==> src/lds_pkg.sv <==
// Package: shared types, codes and constants for the LRU document store.
`timescale 1ns / 1ps

package lds_pkg;

	localparam int DOC_W = 31;
	localparam int ID_W  = 31;
	localparam int RAW_W = 63;
	localparam int CAP_W = 6;

	localparam logic [CAP_W-1:0] CAP_RESET = 6'd32;

	// register decode: word index bit of paddr
	localparam logic REG_CAPACITY = 1'b0;

	localparam logic [1:0] OP_QUERY   = 2'd0;
	localparam logic [1:0] OP_PUBLISH = 2'd1;

	localparam logic [3:0] MODE_FWD        = 4'd0;
	localparam logic [3:0] MODE_LINK       = 4'd1;
	localparam logic [3:0] MODE_EXACT      = 4'd2;
	localparam logic [3:0] MODE_PUB_IGNORE = 4'd2;

	localparam logic [1:0] KIND_FWD   = 2'd0;
	localparam logic [1:0] KIND_HIT   = 2'd1;
	localparam logic [1:0] KIND_PUB   = 2'd2;
	localparam logic [1:0] KIND_EVICT = 2'd3;

	typedef struct packed {
		logic [1:0]       op;
		logic [DOC_W-1:0] doc_id;
		logic [ID_W-1:0]  msg_id;
		logic [ID_W-1:0]  peer_id;
		logic [3:0]       mode;
		logic [RAW_W-1:0] raw_message;
	} req_t;

	typedef struct packed {
		logic [1:0]       kind;
		logic [DOC_W-1:0] doc_id_out;
		logic [ID_W-1:0]  msg_id_out;
		logic [ID_W-1:0]  peer_id_out;
		logic [RAW_W-1:0] forwarded;
		logic             last;
	} rsp_t;

	typedef enum logic [2:0] {
		ST_IDLE,
		ST_SEARCH,
		ST_SHIFT,
		ST_FRONT,
		ST_EMIT_EV,
		ST_EMIT_LAST
	} state_t;

endpackage

==> src/lds_mem.sv <==
// Document id store: one write port, one read port, registered read data.
`timescale 1ns / 1ps

module lds_mem #(
	parameter int DEPTH = 32,
	parameter int AW    = 5
) (
	input  logic                      clk,
	input  logic                      we,
	input  logic [AW-1:0]             waddr,
	input  logic [lds_pkg::DOC_W-1:0] wdata,
	input  logic                      re,
	input  logic [AW-1:0]             raddr,
	output logic [lds_pkg::DOC_W-1:0] rdata
);

	logic [lds_pkg::DOC_W-1:0] mem_q [DEPTH];

	always_ff @(posedge clk) begin
		if (we) begin
			mem_q[waddr] <= wdata;
		end
	end

	always_ff @(posedge clk) begin
		if (re) begin
			rdata <= mem_q[raddr];
		end
	end

endmodule

==> src/lds_apb.sv <==
// APB register block: the capacity register.
`timescale 1ns / 1ps

module lds_apb (
	input  logic                      clk,
	input  logic                      arst_n,
	input  logic                      psel,
	input  logic                      penable,
	input  logic                      pwrite,
	input  logic [2:0]                paddr,
	input  logic [31:0]               pwdata,
	output logic [31:0]               prdata,
	output logic                      pready,
	output logic [lds_pkg::CAP_W-1:0] capacity
);

	logic [lds_pkg::CAP_W-1:0] cap_q;

	assign pready   = 1'b1;
	assign capacity = cap_q;

	always_ff @(posedge clk or negedge arst_n) begin
		if (!arst_n) begin
			cap_q <= lds_pkg::CAP_RESET;
		end else if (psel && penable && pwrite && pready
				&& paddr[2] == lds_pkg::REG_CAPACITY) begin
			cap_q <= pwdata[lds_pkg::CAP_W-1:0];
		end
	end

	always_comb begin
		prdata = '0;
		if (paddr[2] == lds_pkg::REG_CAPACITY) begin
			prdata = {{(32 - lds_pkg::CAP_W){1'b0}}, cap_q};
		end
	end

endmodule

==> src/lru_document_store_match.sv <==
// Top level: recency-ordered document id set with move-to-front and eviction.
`timescale 1ns / 1ps

// Channel  | Signals                            | Word
// ---------+------------------------------------+-----------------------------
// request  | req_valid, req_stall, req          | lds_pkg::req_t, one item
// response | rsp_valid, rsp_stall, rsp          | lds_pkg::rsp_t, 0..2 per item
// config   | psel/penable/pwrite/paddr/pwdata.. | capacity at byte address 0
//
// A query in link or exact mode scans up to the held count of ids; a publish
// also shifts up to count entries down. Both the scan and the shift are bound
// by the single read port of the store.
// Reset clears the count and the state machine; store contents need no clear.
// A waiting response does not block a new request; the next response waits
// for the output register to free up.

module lru_document_store_match #(
	parameter int MAX_DOCS = 32
) (
	input  logic                      clk,
	input  logic                      arst_n,
	input  logic                      req_valid,
	output logic                      req_stall,
	input  lds_pkg::req_t             req,
	output logic                      rsp_valid,
	input  logic                      rsp_stall,
	output lds_pkg::rsp_t             rsp,
	input  logic                      psel,
	input  logic                      penable,
	input  logic                      pwrite,
	input  logic [2:0]                paddr,
	input  logic [31:0]               pwdata,
	output logic [31:0]               prdata,
	output logic                      pready
);

	localparam int AW = (MAX_DOCS > 1) ? $clog2(MAX_DOCS) : 1;
	localparam int CW = $clog2(MAX_DOCS + 1);
	localparam int EW = (CW > lds_pkg::CAP_W) ? CW : lds_pkg::CAP_W;

	lds_pkg::state_t state_q, state_d;

	lds_pkg::req_t             item_q;
	lds_pkg::rsp_t             rsp_q, rsp_d;
	logic                      rsp_valid_q;
	logic                      rsp_load;
	logic [lds_pkg::CAP_W-1:0] capacity;

	logic [CW-1:0]             count_q;
	logic [CW-1:0]             idx_q;
	logic                      pend_s1;
	logic [AW-1:0]             addr_s1;
	logic [AW-1:0]             sh_q;
	logic                      wpend_s1;
	logic [AW-1:0]             waddr_s1;
	logic                      evict_q;
	logic                      emit_q;
	logic [lds_pkg::DOC_W-1:0] ev_q;

	logic                      mem_re;
	logic [AW-1:0]             mem_raddr;
	logic                      mem_we;
	logic [AW-1:0]             mem_waddr;
	logic [lds_pkg::DOC_W-1:0] mem_wdata;
	logic [lds_pkg::DOC_W-1:0] mem_rdata;

	logic                      req_fire;
	logic                      slot_free;
	logic                      req_search;
	logic                      item_pub;
	logic                      hit;
	logic                      miss;
	logic                      evict_c;
	logic [EW-1:0]             eff_cap;
	logic [1:0]                last_kind;

	lds_apb u_apb (
		.clk      (clk),
		.arst_n   (arst_n),
		.psel     (psel),
		.penable  (penable),
		.pwrite   (pwrite),
		.paddr    (paddr),
		.pwdata   (pwdata),
		.prdata   (prdata),
		.pready   (pready),
		.capacity (capacity)
	);

	lds_mem #(
		.DEPTH (MAX_DOCS),
		.AW    (AW)
	) u_mem (
		.clk   (clk),
		.we    (mem_we),
		.waddr (mem_waddr),
		.wdata (mem_wdata),
		.re    (mem_re),
		.raddr (mem_raddr),
		.rdata (mem_rdata)
	);

	assign req_stall = (state_q != lds_pkg::ST_IDLE);
	assign req_fire  = req_valid && !req_stall;
	assign slot_free = !rsp_valid_q || !rsp_stall;
	assign rsp_valid = rsp_valid_q;
	assign rsp       = rsp_q;

	// Only queries in link/exact mode and non-ignored publishes need a scan.
	assign req_search = (req.op == lds_pkg::OP_QUERY
			&& (req.mode == lds_pkg::MODE_LINK || req.mode == lds_pkg::MODE_EXACT))
		|| (req.op == lds_pkg::OP_PUBLISH && req.mode != lds_pkg::MODE_PUB_IGNORE);
	assign item_pub = (item_q.op == lds_pkg::OP_PUBLISH);

	// Scan result: compare the word read last cycle against the item's id.
	assign hit  = (state_q == lds_pkg::ST_SEARCH) && pend_s1 && (mem_rdata == item_q.doc_id);
	assign miss = (state_q == lds_pkg::ST_SEARCH) && !hit && ((count_q == '0)
		|| (pend_s1 && CW'(addr_s1) == count_q - CW'(1)));

	// Capacity of 0 acts as 1, above the store depth acts as the depth.
	always_comb begin
		if (capacity == '0) begin
			eff_cap = EW'(1);
		end else if (EW'(capacity) > EW'(MAX_DOCS)) begin
			eff_cap = EW'(MAX_DOCS);
		end else begin
			eff_cap = EW'(capacity);
		end
	end

	// Insert of a new id overflows: drop the oldest (count stays put).
	assign evict_c = (count_q != '0) && (EW'(count_q) >= eff_cap);

	assign last_kind = !item_pub
		? ((item_q.mode == lds_pkg::MODE_FWD) ? lds_pkg::KIND_FWD : lds_pkg::KIND_HIT)
		: lds_pkg::KIND_PUB;

	// Write port: shift writes land in the cycle after their read; the front
	// write follows the final shift write, so the two never collide.
	assign mem_we    = wpend_s1 || (state_q == lds_pkg::ST_FRONT);
	assign mem_waddr = wpend_s1 ? waddr_s1 : '0;
	assign mem_wdata = wpend_s1 ? mem_rdata : item_q.doc_id;

	always_ff @(posedge clk or negedge arst_n) begin
		if (!arst_n) begin
			state_q <= lds_pkg::ST_IDLE;
		end else begin
			state_q <= state_d;
		end
	end

	always_comb begin
		state_d   = state_q;
		mem_re    = 1'b0;
		mem_raddr = idx_q[AW-1:0];
		rsp_load  = 1'b0;
		rsp_d     = rsp_q;
		case (state_q)
			lds_pkg::ST_IDLE: begin
				if (req_fire) begin
					if (req_search) begin
						state_d = lds_pkg::ST_SEARCH;
					end else if (req.op == lds_pkg::OP_QUERY
							&& req.mode == lds_pkg::MODE_FWD) begin
						state_d = lds_pkg::ST_EMIT_LAST;
					end
				end
			end
			lds_pkg::ST_SEARCH: begin
				if (idx_q < count_q) begin
					mem_re    = 1'b1;
					mem_raddr = idx_q[AW-1:0];
				end
				if (hit) begin
					state_d = item_pub ? lds_pkg::ST_SHIFT : lds_pkg::ST_EMIT_LAST;
				end else if (miss) begin
					state_d = item_pub ? lds_pkg::ST_SHIFT : lds_pkg::ST_IDLE;
				end
			end
			lds_pkg::ST_SHIFT: begin
				if (sh_q != '0) begin
					mem_re    = 1'b1;
					mem_raddr = sh_q - AW'(1);
				end else begin
					state_d = lds_pkg::ST_FRONT;
				end
			end
			lds_pkg::ST_FRONT: begin
				if (!emit_q) begin
					state_d = lds_pkg::ST_IDLE;
				end else if (evict_q) begin
					state_d = lds_pkg::ST_EMIT_EV;
				end else begin
					state_d = lds_pkg::ST_EMIT_LAST;
				end
			end
			lds_pkg::ST_EMIT_EV: begin
				if (slot_free) begin
					rsp_load          = 1'b1;
					rsp_d.kind        = lds_pkg::KIND_EVICT;
					rsp_d.doc_id_out  = ev_q;
					rsp_d.msg_id_out  = '0;
					rsp_d.peer_id_out = item_q.peer_id;
					rsp_d.forwarded   = '0;
					rsp_d.last        = 1'b0;
					state_d           = lds_pkg::ST_EMIT_LAST;
				end
			end
			lds_pkg::ST_EMIT_LAST: begin
				if (slot_free) begin
					rsp_load          = 1'b1;
					rsp_d.kind        = last_kind;
					rsp_d.doc_id_out  = item_q.doc_id;
					rsp_d.msg_id_out  = item_q.msg_id;
					rsp_d.peer_id_out = item_q.peer_id;
					rsp_d.forwarded   = (last_kind == lds_pkg::KIND_FWD)
						? item_q.raw_message : '0;
					rsp_d.last        = 1'b1;
					state_d           = lds_pkg::ST_IDLE;
				end
			end
			default: begin
				state_d = lds_pkg::ST_IDLE;
			end
		endcase
	end

	// Control registers
	always_ff @(posedge clk or negedge arst_n) begin
		if (!arst_n) begin
			count_q     <= '0;
			idx_q       <= '0;
			pend_s1     <= 1'b0;
			sh_q        <= '0;
			wpend_s1    <= 1'b0;
			evict_q     <= 1'b0;
			emit_q      <= 1'b0;
			rsp_valid_q <= 1'b0;
		end else begin
			wpend_s1 <= (state_q == lds_pkg::ST_SHIFT) && (sh_q != '0);
			if (req_fire) begin
				idx_q   <= '0;
				pend_s1 <= 1'b0;
			end
			if (state_q == lds_pkg::ST_SEARCH) begin
				pend_s1 <= mem_re;
				if (mem_re) begin
					idx_q <= idx_q + CW'(1);
				end
			end
			if (hit) begin
				sh_q    <= addr_s1;
				evict_q <= 1'b0;
				emit_q  <= 1'b0;
			end else if (miss && item_pub) begin
				evict_q <= evict_c;
				emit_q  <= 1'b1;
				if (evict_c) begin
					sh_q <= AW'(count_q - CW'(1));
				end else begin
					sh_q    <= AW'(count_q);
					count_q <= count_q + CW'(1);
				end
			end
			if (state_q == lds_pkg::ST_SHIFT && sh_q != '0) begin
				sh_q <= sh_q - AW'(1);
			end
			if (rsp_load) begin
				rsp_valid_q <= 1'b1;
			end else if (rsp_valid_q && !rsp_stall) begin
				rsp_valid_q <= 1'b0;
			end
		end
	end

	// Payload registers
	always_ff @(posedge clk) begin
		if (req_fire) begin
			item_q <= req;
		end
		if (state_q == lds_pkg::ST_SEARCH) begin
			addr_s1 <= mem_raddr;
		end
		if (miss) begin
			ev_q <= mem_rdata;
		end
		waddr_s1 <= sh_q;
		if (rsp_load) begin
			rsp_q <= rsp_d;
		end
	end

endmodule

==> config.mk <==
export PLATFORM = sky130hd
export DESIGN_NAME = lru_document_store_match
export DESIGN_NICKNAME = d
export VERILOG_FILES = /design/src/lds_pkg.sv /design/src/lds_mem.sv /design/src/lds_apb.sv /design/src/lru_document_store_match.sv
export SDC_FILE = /design/constraint.sdc
export NUM_CORES = 2
export LEC_CHECK = 0
export BUFFER_PORTS_ARGS = -buffer_cell sky130_fd_sc_hd__buf_4
export CAP_MARGIN = 20
export CORE_ASPECT_RATIO = 1.2
export CORE_MARGIN = 3
export CORE_UTILIZATION = 30
export CTS_BUF_LIST = sky130_fd_sc_hd__clkbuf_16
export DETAILED_ROUTE_END_ITERATION = 16
export GPL_TIMING_DRIVEN = 0
export PLACE_DENSITY_LB_ADDON = 0.12
export SLEW_MARGIN = 20
export SYNTH_ARGS = -nofsm -noshare
export SYNTH_HDL_FRONTEND = slang
export SYNTH_SLANG_ARGS = --single-unit
==> constraint.sdc <==
create_clock -name clk -period 39.6 [get_ports clk]
set_clock_uncertainty 0.05 [all_clocks]
set_input_delay 1.98 -clock clk [delete_from_list [all_inputs] [get_ports clk]]
set_output_delay 1.98 -clock clk [all_outputs]
set_load 0.005 [all_outputs]
==> metrics.md <==
| Metric | Value |
|---|---|
| FF-to-FF setup slack | `roughly 35,000 ps` |
| Via-to-Cell Ratio | `4.57` |
| Fin crit period | `approximately 4900 ps` |
| Clk sinks | `1,416` |
| Largest area contributor in the synthesized netlist | `edfxtp_1` |
| Layout cells sized above 1 | `between 20% and 30%` |
| Crit Path Max Fanout | `10` |
| Initial antenna violation count | `4` |
| Die width | `398 um` |
| Worst setup SP type | `flip-flop` |
| Syn Inst Count | `approximately 3,000` |
| Crit Path Category | `flip-flop to flip-flop` |
| Post-Synth Simple-Gate Area | `around 4.0%` |
| Post-route cell area | `0.0668 sq mm` |
| Non-Filler Instances | `6,138` |
| R2R depth | `11` |
| Hold crit path type | `flip-flop to flip-flop` |
| Combinational power share | `around 30%` |
| Register area | `around 0.042 sq mm` |
| Reg clk slew, reported paths | `70 ps` |
| Setup bufs post-CTS | `0` |
| Initial Util | `30.3%` |
| Worst VDD drop | `a little under 40 uV` |
| Arrival @ worst endpoint | `about 5300 ps` |
| Hold-fix buffer count after cts | `0` |
| TritonCTS clock tree | `yes` |
| Fmax | `between 200 and 250 MHz` |
| Syn avg cell area | `18.2 sq um` |
| CTS resizes | `0` |
| Cell area after synthesis | `roughly 0.055 sq mm` |
| Fin worst setup slack | `about 35,000 ps` |
| Most common cell in the netlist | `edfxtp_1` |
| Internal power | `0.00320 W` |
| Fin. Hold Viols | `0` |
| Number of synthesized flops with an enable pin | `between 1,000 and 1,500` |
| Largest family of logic cells by synthesized area | `multiplexers` |
| Flop pwr share | `a little over two fifths` |
| Die Ht | `between 400 and 500 um` |
| Xor/xnor share of the synthesized area | `less than 1%` |
| Placed Cells | `between 5,000 and 6,000` |
| Crit end category | `flip-flop` |
| Cells along the critical path | `inv_1 -> ha_1 -> or3b_4 -> o21ai_4 -> inv_2 -> o21ai_2 -> inv_4 -> nand3_1 -> clkbuf_1 -> o22ai_1 -> nor4_2` |
| Die area | `around 0.19 sq mm` |
| Fillcell total | `17,058` |
| Syn. warnings | `0` |
| Mux cell area share after synthesis | `between 10 and 15%` |
| First-pass GRT wire length | `216,000 um` |
| Synth cell types | `between 60 and 70` |
| Iteration-0 DRC Markers | `1,647` |
| Hold Path Cell Cnt | `0` |
| Ports | `between 300 and 400` |
| Total number of vias | `28,028` |
| Switch Pwr | `between 0.0015 and 0.002 W` |
| Post-synth ARST share | `2.19%` |
| Number of routed nets with antenna violations | `0` |
| Synth cell count leaders | `edfxtp_1 (1,380), mux2i_1 (745), o22ai_1 (124), nand2_1 (121), and2_1 (65)` |
| Vias in the first global route | `28,737` |
| RR Endpoint | `u_mem.rdata[24]$_DFFE_PP_` |
| Static Leak | `between 20 and 25 nW` |
| Layout Nets | `between 3,000 and 4,000` |
| CP Buf/Inv Count | `4` |
| Footprint of the multi-input gates | `between 0.01 and 0.015 sq mm` |
| # setup viols final | `0` |
| Row Count | `171` |
| Largest net degree at the start of global routing | `93` |
| Slew margin rel. | `between 20 and 30%` |
| H-Tree Depth | `4` |
| Run status | `complete, no violations` |
| Crit path largest cell delay | `around 780 ps` |
| Min-delay src | `item_q[71]$_DFFE_PP_` |
| Slowest CP cell | `clkbuf_1` |
| Final Slew Violations | `0` |
| Worst endpoint required time | `~40,000 ps` |
| CTS Buf Count | `between 100 and 150` |
| Yosys top cell area share | `between 70% and 80%` |
| Fraction of the yosys area taken by sequential cells | `roughly three quarters` |
| Pre-CTS setup slack | `34,590 ps` |
| DP Wirelength | `112,000 um` |
| Final period util | `12.3%` |
| Wire per inst | `approximately 25 um` |
| Synth Area in Adders | `less than 1%` |
| CTS root buffer | `clkbuf_16` |
| Post-synthesis compound-gate area fraction | `about 2.4%` |
| Tightest Pin Transition | `roughly 1100 ps` |
| Util after Layout | `36.7%` |
| Max Cap Viol | `0` |
| DR DRC count | `0` |
| Remaining global-route overflow | `0` |
| Clk pwr share | `27.4%` |
| Switch share | `between 30% and 40%` |
| PD cells | `around 71 mW/mm^2` |
| Final Wtd Congestion | `slightly below 0.8` |
| Worst skew pair latency | `780 ps` |
| RSZ-0062 raised after global routing | `false` |
| Placed Instance Area | `0.0623 sq mm` |
| Total negative slack | `0 ps` |
| Delay-heaviest family, CP | `simple AND/OR/NAND/NOR gates` |
| WHS Endpoint | `rsp[68]$_DFFE_PP_` |
| Core area | `approximately 0.18 sq mm` |
| Area Overhead vs Synth | `21.0%` |
| Maximum clock path buffer count | `3` |
| 1st-pass router iterations | `8` |
| IO Port Bufs | `roughly 340` |
| Total Wirelength | `between 150,000 and 200,000 um` |
| Primary FF master, synth | `edfxtp_1` |
| #FFs+latches synth | `1,416` |
| R2R Path Start | `sh_q[0]$_DFFE_PN0P_` |
| Largest cells by area after synthesis | `edfxtp_1 (75%), mux2i_1 (13%), o22ai_1 (1.4%), dfrtp_1 (1.4%), buf_4 (0.86%)` |
| Total GRT Usage | `between 10% and 20%` |
==> kinds of logic (layout without fill, tap and decap cells) <==
family / count (synthesis) / after routing
XOR/XNOR: 43 / 43
buffers and inverters: 186 / 842
multiplexers: 783 / 783
adder cells (fa/ha/maj): 15 / 15
other: 2 / 29
AND/OR/NAND/NOR: 390 / 390
AO/OA/AOI/OAI: 198 / 198
flip-flops: 1416 / 1416
==> worst register-to-register path, cell delays in order (launching register included) <==
cell	delay, ps
dfrtp_1	450
inv_1	130
ha_1	210
or3b_4	440
o21ai_4	260
inv_2	130
o21ai_2	400
inv_4	190
nand3_1	410
clkbuf_1	790
o22ai_1	410
nor4_2	720
==> layout make-up <==
type                       instances  area share [%]
clock inverter                   112           0.983
clock buffer                     154            5.77
antenna                            2         0.00749
multi-input combinational       1456            18.4
buffer                           163            1.35
sequential                      1416            63.3
inverter                          23           0.144
tap                             2422            4.53
timing repair buffer             390            5.45
==> layer usage <==
metal	global-route usage, %	wire (um)	vias to the layer above
met4	4.54	3620	4
met2	28.9	80000	677
met3	3.31	8130	192
li1	-	-	12974
met1	18.8	62000	14181
met5	0	25	-
==> cells in the final DEF (no fill, tap or decap), types with 21 or more instances in the layout <==
cell type / instances
edfxtp_1: 1380
mux2i_1: 745
buf_4: 405
clkbuf_16: 154
o22ai_1: 124
nand2_1: 120
inv_1: 65
and2_1: 65
clkbuf_1: 51
buf_2: 45
mux2_2: 38
clkinv_1: 36
xnor2_1: 35
and3_1: 34
nor2_4: 33
nor4_2: 31
dfrtp_1: 30
buf_12: 28
conb_1: 27
nand3_1: 25
nor2_1: 21
==> power groups by stage <==
stage | logic (W) | clock network (W) | registers (W)
5_1_grt | 0.00156 | 0.00141 | 0.00203
4_1_cts | 0.00149 | 0.00135 | 0.00202
6_report | 0.00144 | 0.00131 | 0.00202
3_3_place_gp | 0.00144 | 0 | 0.00211
3_5_place_dp | 0.00149 | 0 | 0.00205
2_1_floorplan | 0.000874 | 0 | 0.00205
==> state kept, by name (all words and copies together) (netlist names), 3 cells and up <==
name            flops
waddr_s1            5
state_q             3
u_mem.mem_q       992
rsp               159
idx_q               6
u_apb.capacity      6
count_q             6
sh_q                5
u_mem.rdata        31
ev_q               31
item_q            162
addr_s1             5
==> per-stage QoR <==
stage                     power (W)  hold WS (ps)
final                       0.00477           367
after global routing        0.00500           372
after CTS                   0.00486           368
after detailed placement    0.00354           355
after global placement      0.00355           351
after floorplan             0.00292           339
==> worst max path at each step <==
stage,end,depth (start not counted),from
after CTS,u_mem.rdata[24]$_DFFE_PP_,11,sh_q[0]$_DFFE_PN0P_
after global routing,u_mem.rdata[24]$_DFFE_PP_,11,sh_q[0]$_DFFE_PN0P_
after global placement,rsp[37]$_SDFFCE_PN0P_,2,rsp_stall
after floorplan,rsp[0]$_DFFE_PP_,1,rsp_stall
final,u_mem.rdata[24]$_DFFE_PP_,11,sh_q[0]$_DFFE_PN0P_
after detailed placement,u_mem.rdata[24]$_DFFE_PP_,11,sh_q[0]$_DFFE_PN0P_
Power figures use the tool's default switching activity.
